[config.mk]
export PLATFORM = sky130hd
export DESIGN_NAME = seeded_xorshift128plus_generator_unit
export DESIGN_NICKNAME = d
export VERILOG_FILES = /design/src/design/sxg_pkg.sv /design/src/design/seeded_xorshift128plus_generator_unit.sv /design/src/design/sxg_hash_mac.sv /design/src/design/sxg_xs_core.sv
export VERILOG_INCLUDE_DIRS = /design/src /design/src/design
export SDC_FILE = /design/constraint.sdc
export NUM_CORES = 2
export LEC_CHECK = 0
export BUFFER_PORTS_ARGS = -buffer_cell sky130_fd_sc_hd__buf_2
export CORE_UTILIZATION = 59
export CTS_CLUSTER_SIZE = 14
export DETAILED_ROUTE_END_ITERATION = 12
export PLACE_DENSITY = 0.76
export SYNTH_ARGS = -nofsm -noshare
export SYNTH_HDL_FRONTEND = slang
export SYNTH_SLANG_ARGS = --single-unit
[constraint.sdc]
create_clock -name clk_i -period 6.1 [get_ports clk_i]
set_input_delay 0.61 -clock clk_i [delete_from_list [all_inputs] [get_ports clk_i]]
set_output_delay 0.61 -clock clk_i [all_outputs]
set_load 0.01 [all_outputs]
[src/design/seeded_xorshift128plus_generator_unit_assert.svh]
// Assertion shorthands used by the generator's top-level RTL file.
`ifndef SEEDED_XORSHIFT128PLUS_GENERATOR_UNIT_ASSERT_SVH
`define SEEDED_XORSHIFT128PLUS_GENERATOR_UNIT_ASSERT_SVH

// Same-cycle implication, disabled while reset is asserted.
`define SXG_ASSERT_IMP(label, clk, rstn, ante, cons, msg) \
  label: assert property (@(posedge clk) disable iff (!rstn) (ante) |-> (cons)) \
    else $error(msg);

// Next-cycle implication, disabled while reset is asserted.
`define SXG_ASSERT_NXT(label, clk, rstn, ante, cons, msg) \
  label: assert property (@(posedge clk) disable iff (!rstn) (ante) |=> (cons)) \
    else $error(msg);

`endif

[src/design/sxg_pkg.sv]
`default_nettype none

package sxg_pkg;

  typedef enum logic [1:0] {
    OP_ABSORB = 2'd0,
    OP_FINISH = 2'd1,
    OP_DRAW   = 2'd2,
    OP_NONE   = 2'd3
  } op_e;

  typedef enum logic [1:0] {
    ST_IDLE,
    ST_ABSORB,
    ST_WARM
  } state_e;

  // FNV-1a 128-bit offset basis
  localparam logic [127:0] HASH_BASIS = 128'h6c62272e07bb0142_62b821756295c58d;

  // prime is 2^88 + 0x13B; 0x13B has bits 8,5,4,3,1,0 set
  localparam int unsigned PRIME_HI_SHIFT = 88;
  localparam int unsigned MUL_TERMS      = 6;
  localparam int unsigned TERM_W         = 3;

  localparam int unsigned WARM_W = 11;
  localparam logic [WARM_W-1:0] WARMUP_STEPS = 11'd128;

  localparam int unsigned XS_A = 23;
  localparam int unsigned XS_B = 18;
  localparam int unsigned XS_C = 5;

  typedef struct packed {
    logic absorb;
    logic clear;
  } hash_cmd_t;

  typedef struct packed {
    logic busy;
    logic last;
  } unit_sts_t;

  typedef struct packed {
    logic load;
    logic step;
  } xs_cmd_t;

  // shift of each low term of the prime
  function automatic logic [3:0] term_shift(input logic [TERM_W-1:0] idx);
    logic [3:0] sh;
    case (idx)
      3'd0:    sh = 4'd0;
      3'd1:    sh = 4'd1;
      3'd2:    sh = 4'd3;
      3'd3:    sh = 4'd4;
      3'd4:    sh = 4'd5;
      3'd5:    sh = 4'd8;
      default: sh = 4'd0;
    endcase
    return sh;
  endfunction

endpackage

`default_nettype wire

[src/design/seeded_xorshift128plus_generator_unit.sv]
// Seeded xorshift128+ generator (shifts 23, 18, 5) with a 128-bit FNV-1a seed hash.
// Input channel: in_valid_i / in_stall_o with in_op_i and in_seed_byte_i.
//   absorb: XORs the byte into the hash and multiplies by 2^88 + 0x13B; the
//     product is built by one shared 128-bit adder over six shifted terms,
//     so an absorb word holds the block until all six terms are added.
//   finish: loads the hash into the generator, runs WARMUP_STEPS steps of the
//     step unit (one per cycle, 128 by default) and resets the hash; the block
//     is busy until the warm-up steps are done.
//   draw: advances the generator and returns the sum in the cycle after
//     acceptance on out_valid_o / out_random_value_o.
//   op 3 is taken and does nothing.
// Output channel: one registered word. While it waits under out_stall_i the
// block still takes absorb and finish words; a draw word is stalled until the
// output register is free or being emptied in that cycle.
// Reset: hash returns to the offset basis, generator state to zero, so draws
// before any seeding give zero.
`default_nettype none

`include "seeded_xorshift128plus_generator_unit_assert.svh"

module seeded_xorshift128plus_generator_unit (
  input  wire logic        clk_i,
  input  wire logic        rst_ni,
  input  wire logic        in_valid_i,
  output logic             in_stall_o,
  input  wire logic [1:0]  in_op_i,
  input  wire logic [7:0]  in_seed_byte_i,
  output logic             out_valid_o,
  input  wire logic        out_stall_i,
  output logic [63:0]      out_random_value_o
);
  import sxg_pkg::*;

  state_e      state_q, state_d;
  logic        in_fire;
  logic        draw_fire;
  logic        out_valid_q;
  logic [63:0] out_value_q;
  logic [127:0] hash;
  logic [63:0]  sum;
  hash_cmd_t   hash_cmd;
  xs_cmd_t     xs_cmd;
  unit_sts_t   hash_sts;
  unit_sts_t   xs_sts;

  assign in_stall_o = (state_q != ST_IDLE) ||
                      ((op_e'(in_op_i) == OP_DRAW) && out_valid_q && out_stall_i);
  assign in_fire    = in_valid_i && !in_stall_o;
  assign draw_fire  = in_fire && (op_e'(in_op_i) == OP_DRAW);

  always_ff @(posedge clk_i or negedge rst_ni) begin
    if (!rst_ni) begin
      state_q <= ST_IDLE;
    end else begin
      state_q <= state_d;
    end
  end

  always_comb begin
    state_d         = state_q;
    hash_cmd.absorb = 1'b0;
    hash_cmd.clear  = 1'b0;
    xs_cmd.load     = 1'b0;
    xs_cmd.step     = 1'b0;
    case (state_q)
      ST_IDLE: begin
        if (in_fire) begin
          case (op_e'(in_op_i))
            OP_ABSORB: begin
              hash_cmd.absorb = 1'b1;
              state_d         = ST_ABSORB;
            end
            OP_FINISH: begin
              xs_cmd.load    = 1'b1;
              hash_cmd.clear = 1'b1;
              state_d        = (WARMUP_STEPS == '0) ? ST_IDLE : ST_WARM;
            end
            OP_DRAW: begin
              xs_cmd.step = 1'b1;
            end
            default: begin
            end
          endcase
        end
      end
      ST_ABSORB: begin
        if (hash_sts.last) begin
          state_d = ST_IDLE;
        end
      end
      ST_WARM: begin
        if (xs_sts.last) begin
          state_d = ST_IDLE;
        end
      end
      default: begin
        state_d = ST_IDLE;
      end
    endcase
  end

  sxg_hash_mac u_hash (
    .clk_i       (clk_i),
    .rst_ni      (rst_ni),
    .cmd_i       (hash_cmd),
    .seed_byte_i (in_seed_byte_i),
    .hash_o      (hash),
    .sts_o       (hash_sts)
  );

  sxg_xs_core u_xs (
    .clk_i  (clk_i),
    .rst_ni (rst_ni),
    .cmd_i  (xs_cmd),
    .seed_i (hash),
    .sum_o  (sum),
    .sts_o  (xs_sts)
  );

  // output word register
  always_ff @(posedge clk_i or negedge rst_ni) begin
    if (!rst_ni) begin
      out_valid_q <= 1'b0;
    end else if (draw_fire) begin
      out_valid_q <= 1'b1;
    end else if (!out_stall_i) begin
      out_valid_q <= 1'b0;
    end
  end

  always_ff @(posedge clk_i) begin
    if (draw_fire) begin
      out_value_q <= sum;
    end
  end

  assign out_valid_o        = out_valid_q;
  assign out_random_value_o = out_value_q;

  `SXG_ASSERT_IMP(a_busy_stalls, clk_i, rst_ni, state_q != ST_IDLE, in_stall_o,
    "input taken while busy")
  `SXG_ASSERT_NXT(a_draw_gives_word, clk_i, rst_ni, draw_fire, out_valid_q,
    "draw word gave no output")
  `SXG_ASSERT_IMP(a_mac_in_absorb, clk_i, rst_ni, hash_sts.busy, state_q == ST_ABSORB,
    "hash multiply running outside absorb")
  `SXG_ASSERT_IMP(a_warm_in_warm, clk_i, rst_ni, xs_sts.busy, state_q == ST_WARM,
    "warm-up running outside warm state")

endmodule

`default_nettype wire

[src/design/sxg_hash_mac.sv]
`default_nettype none

module sxg_hash_mac (
  input  wire logic              clk_i,
  input  wire logic              rst_ni,
  input  wire sxg_pkg::hash_cmd_t cmd_i,
  input  wire logic [7:0]        seed_byte_i,
  output logic [127:0]           hash_o,
  output sxg_pkg::unit_sts_t     sts_o
);
  import sxg_pkg::*;

  logic [127:0]      hash_q, hash_d;
  logic [127:0]      base_q, base_d;
  logic [TERM_W-1:0] term_q, term_d;
  logic              busy_q, busy_d;
  logic              last_term;

  assign last_term = busy_q && (term_q == TERM_W'(MUL_TERMS - 1));

  always_comb begin
    hash_d = hash_q;
    base_d = base_q;
    term_d = term_q;
    busy_d = busy_q;
    if (cmd_i.absorb) begin
      base_d = {hash_q[127:8], hash_q[7:0] ^ seed_byte_i};
      // the 2^88 term needs no adder
      hash_d = base_d << PRIME_HI_SHIFT;
      term_d = '0;
      busy_d = 1'b1;
    end else if (busy_q) begin
      hash_d = hash_q + (base_q << term_shift(term_q));
      if (last_term) begin
        busy_d = 1'b0;
      end else begin
        term_d = term_q + 1'b1;
      end
    end else if (cmd_i.clear) begin
      hash_d = HASH_BASIS;
    end
  end

  always_ff @(posedge clk_i or negedge rst_ni) begin
    if (!rst_ni) begin
      hash_q <= HASH_BASIS;
      term_q <= '0;
      busy_q <= 1'b0;
    end else begin
      hash_q <= hash_d;
      term_q <= term_d;
      busy_q <= busy_d;
    end
  end

  always_ff @(posedge clk_i) begin
    base_q <= base_d;
  end

  assign hash_o    = hash_q;
  assign sts_o.busy = busy_q;
  assign sts_o.last = last_term;

endmodule

`default_nettype wire

[src/design/sxg_xs_core.sv]
`default_nettype none

module sxg_xs_core (
  input  wire logic            clk_i,
  input  wire logic            rst_ni,
  input  wire sxg_pkg::xs_cmd_t cmd_i,
  input  wire logic [127:0]    seed_i,
  output logic [63:0]          sum_o,
  output sxg_pkg::unit_sts_t   sts_o
);
  import sxg_pkg::*;

  logic [63:0]       s0_q, s0_d;
  logic [63:0]       s1_q, s1_d;
  logic [WARM_W-1:0] warm_q, warm_d;
  logic [63:0]       x1;
  logic [63:0]       s_next;
  logic              warming;

  // one xorshift128+ step
  assign x1     = s0_q ^ (s0_q << XS_A);
  assign s_next = x1 ^ s1_q ^ (x1 >> XS_B) ^ (s1_q >> XS_C);
  assign sum_o  = s_next + s1_q;

  assign warming = (warm_q != '0);

  always_comb begin
    s0_d   = s0_q;
    s1_d   = s1_q;
    warm_d = warm_q;
    if (cmd_i.load) begin
      s0_d   = seed_i[63:0];
      s1_d   = seed_i[127:64];
      warm_d = WARMUP_STEPS;
    end else if (warming || cmd_i.step) begin
      s0_d = s1_q;
      s1_d = s_next;
      if (warming) begin
        warm_d = warm_q - 1'b1;
      end
    end
  end

  always_ff @(posedge clk_i or negedge rst_ni) begin
    if (!rst_ni) begin
      s0_q   <= '0;
      s1_q   <= '0;
      warm_q <= '0;
    end else begin
      s0_q   <= s0_d;
      s1_q   <= s1_d;
      warm_q <= warm_d;
    end
  end

  assign sts_o.busy = warming;
  assign sts_o.last = (warm_q == WARM_W'(1));

endmodule

`default_nettype wire
==> impl_metrics.py <==
metrics = {
    "setup_path": {
        "critPathLaunchType": "flip-flop",
        "critPathMaxStageDelay_ns": 0.41,
        "arrival_ns": 6.48,
        "critPathKind": "reg -> reg",
        "critical-path-top-delay-family": "compound AO/OA/AOI/OAI gates",
        "crit_fanout": 14,
        "crit_slowest_cell": "or3_1",
        "crit_path_end_kind": "flip-flop",
        "critical_path_buf_inv_count": 7,
        "cp_common_cell": "buf_4",
        "worstPathRequired_ns": 6.61,
    },
    "detailed_routing": {
        "route.detailed.drc": 0,
        "wl_per_cell_um": 27.6,
        "vias_per_cell": 6.79,
        "vias": 33800,
        "wl_mm": 138,
        "drtIter0Drc": 4477,
        "postRouteAntennaNets": 0,
        "drtPass1Iterations": 6,
    },
    "sta": {
        "slew_headroom_pct": 27.6,
        "worst_pin_slew_ns": 1.08,
        "setup_viol": 0,
        "finClkSkew_ns": 0.0374,
        "period_share_pct": 98.0,
        "slew_violations": 0,
        "hold_viol": 0,
        "fmax_ghz": 0.167,
        "fin_ws_ns": 0.124,
        "post-route-min-period_ns": 5.98,
        "tns_ns": 0,
    },
    "clocking": {
        "cts_buffers": 52,
        "h-tree-depth": 2,
        "cts_tree": "done",
        "clockBufferDepth": 3,
        "clkSinkCount": 466,
        "cts-root-buf": "clkbuf_16",
        "cts.clk_slew.worst_paths_ns": 0.06,
        "clk_latency_ns": 0.66,
    },
    "global_routing": {
        "antenna_found_initial": 10,
        "grt_first_pass_wirelength_mm": 199,
        "grt_max_degree": 145,
        "overflow": 0,
        "grt_pass1_vias": 31600,
        "grt_usage_pct": 42.3,
    },
    "logic_synthesis": {
        "synthTopCellsByCount": "460 x nand2_1, 404 x a21oi_1, 392 x mux2i_1, 345 x o21ai_0, 280 x xnor2_1",
        "yosysTopAreaCell": "edfxtp_1",
        "synthesis.area_um2": 36800,
        "synthArstFlopShare_pct": 58.8,
        "synthTopCellsByArea": "edfxtp_1 16%, dfrtp_1 15%, mux2i_1 11%",
        "synth_most_common_cell": "nand2_1",
        "synth_cell_types": 83,
        "synth-main-ff-cell": "dfrtp_1",
        "syn_inst": 4029,
        "syn_avg_cell_area_um2": 9.13,
        "ys_ff_latch": 466,
        "yosysWarnings": 0,
        "synth_nets": 4254,
        "synth-seq-area-share_pct": 34.5,
        "synth_edf_count": 192,
        "yosysTopAreaCellShare_pct": 15.7,
    },
    "cells_and_area": {
        "seq_area_um2": 12700,
        "final_util_pct": 66.5,
        "drive_gt1_share_pct": 13.5,
        "area_delta_synth_final_pct": 11.5,
        "n_fill_cell": 5057,
        "nNetsFinal": 4321,
        "multi_input_area_um2": 23400,
    },
    "placement": {
        "gp_congestion": 1.09,
        "place_hpwl_mm": 104,
        "dp_slack_ns": -0.0891,
        "io_buffers": 79,
    },
    "floorplan": {
        "die-area_um2": 63400,
        "dieWidth_um": 252,
        "ioPinCount": 80,
        "fp.coreArea_um2": 61700,
        "fp.dieH_um": 252,
        "fp-row-count": 91,
        "initial_utilization_pct": 59.6,
    },
    "outcome": {
        "status": "finished, final reports clean",
    },
    "flow_run": {
        "drv_cap": 0,
    },
    "min_path": {
        "min-delay-path-class": "in -> reg",
    },
}
==> final cells by class <==
type	count	area share, %
multi-input cells	3255	57.0
flip-flops and latches	466	31.0
repair buffers	249	4.62
clock buffers	75	3.69
well taps	837	2.55
inverters	72	0.671
clock inverters	22	0.519
diodes	6	0.0366
==> worst paths after layout <==
check	start	to	slack [ns]	cells past startpoint
max in group asynchronous	rst_ni	u_xs.s1_q[57]	4.21	3
setup / recovery	u_hash.term_q[0]	u_hash.hash_o[119]	0.12	26
hold reg to reg	u_xs.warm_q[8]	u_xs.warm_q[8]	0.52	2
setup reg to reg	u_hash.term_q[0]	u_hash.hash_o[119]	0.12	26
hold / removal	out_stall_i	out_valid_o	0.22	3
min in group asynchronous	rst_ni	u_hash.hash_o[67]	0.52	2
==> worst reg2reg max path, stage by stage (launching register included) <==
cell and delay [ns]:
dfrtp_1 0.38, inv_1 0.10, ha_2 0.22, or3_1 0.41
o21ai_4 0.20, buf_12 0.25, buf_4 0.22, mux2i_1 0.29
mux2i_1 0.23, nand2_1 0.18, nand3_1 0.14, o21a_1 0.18
ha_2 0.41, nand2_1 0.09, buf_4 0.16, nor3_2 0.27
inv_1 0.09, a2111oi_1 0.36, buf_4 0.21, o211ai_1 0.15
a21oi_1 0.23, buf_4 0.19, or2_2 0.14, a31oi_2 0.16
o31ai_1 0.36, xnor2_1 0.16, o21ai_0 0.08
==> metrics by stage <==
step           cells  cell area, µm²  hold WS, ns
2_1_floorplan   4029           36800        0.314
3_3_place_gp    4861           38600        0.501
3_5_place_dp    4861           38600        0.513
4_1_cts         4959           40400        0.200
5_1_grt         4977           41000        0.243
6_report        4982           41000        0.222
==> cells in the final DEF (no fill, tap or decap), types with 35 or more instances in the layout <==
cell       synthesis  routed
xor2_1           116     116
nor2_1           228     225
ha_1             209     198
buf_2             13      78
buf_4              9     153
o21bai_1          47      47
nand3_1           42      42
clkbuf_16          0      58
nor3_1            39      35
a21oi_1          404     403
xnor2_1          280     280
nand4_1           78      78
o21ai_0          345     341
edfxtp_1         192     192
dfstp_2           56      56
inv_1             72      70
a31oi_1           54      51
mux4_2            49      49
dfrtp_1          218     217
nand2_1          460     456
mux2i_1          392     355
a21o_1            96      96
==> timing repair <==
| action | 4_1_cts | 5_1_grt |
|---|---|---|
| cloned | 0 | 3 |
| pin swaps | 0 | 8 |
| endpoints found under the hold margin | 19 | 0 |
| hold buffers | 1 | 0 |
| resized for setup | 2 | 91 |
| endpoints found under the setup margin | 3 | 38 |
| buffers inserted | 0 | 14 |
==> state kept, by name, summed over array words and instances, names as in the netlist <==
| name | flops |
|---|---|
| u_xs.s0_q | 64 |
| out_valid_o | 1 |
| u_xs.s1_q | 64 |
| out_random_value_o | 64 |
| state_q | 2 |
| u_hash.hash_o | 128 |
| u_hash.busy_q | 1 |
| u_hash.base_q | 128 |
| u_hash.term_q | 3 |
| u_xs.warm_q | 11 |
==> logic make-up (layout without fill, tap and decap cells) <==
family / after synthesis / after routing / share of synthesized area (%)
AOI/OAI and AO/OA: 1191 / 1191 / 19.4
xor gates and xnor gates: 396 / 396 / 9.43
adders and majority gates: 211 / 211 / 7.22
buffers and inverters: 308 / 418 / 3.29
DFF: 466 / 466 / 34.5
muxes: 443 / 443 / 13.7
other: 0 / 6 / 0
and+or+nand+nor: 1014 / 1014 / 12.4
==> metal layers <==
metal	track usage, %	share of wire, %	routed length, µm
met5	0	0.038	53
met4	24.5	7.0	9690
met3	12.0	13	17300
met2	62.4	42	57600
met1	55.5	38	53000
Power is not shown: default switching activity piles up to over one toggle a cycle in this logic, so the estimate is an artifact.
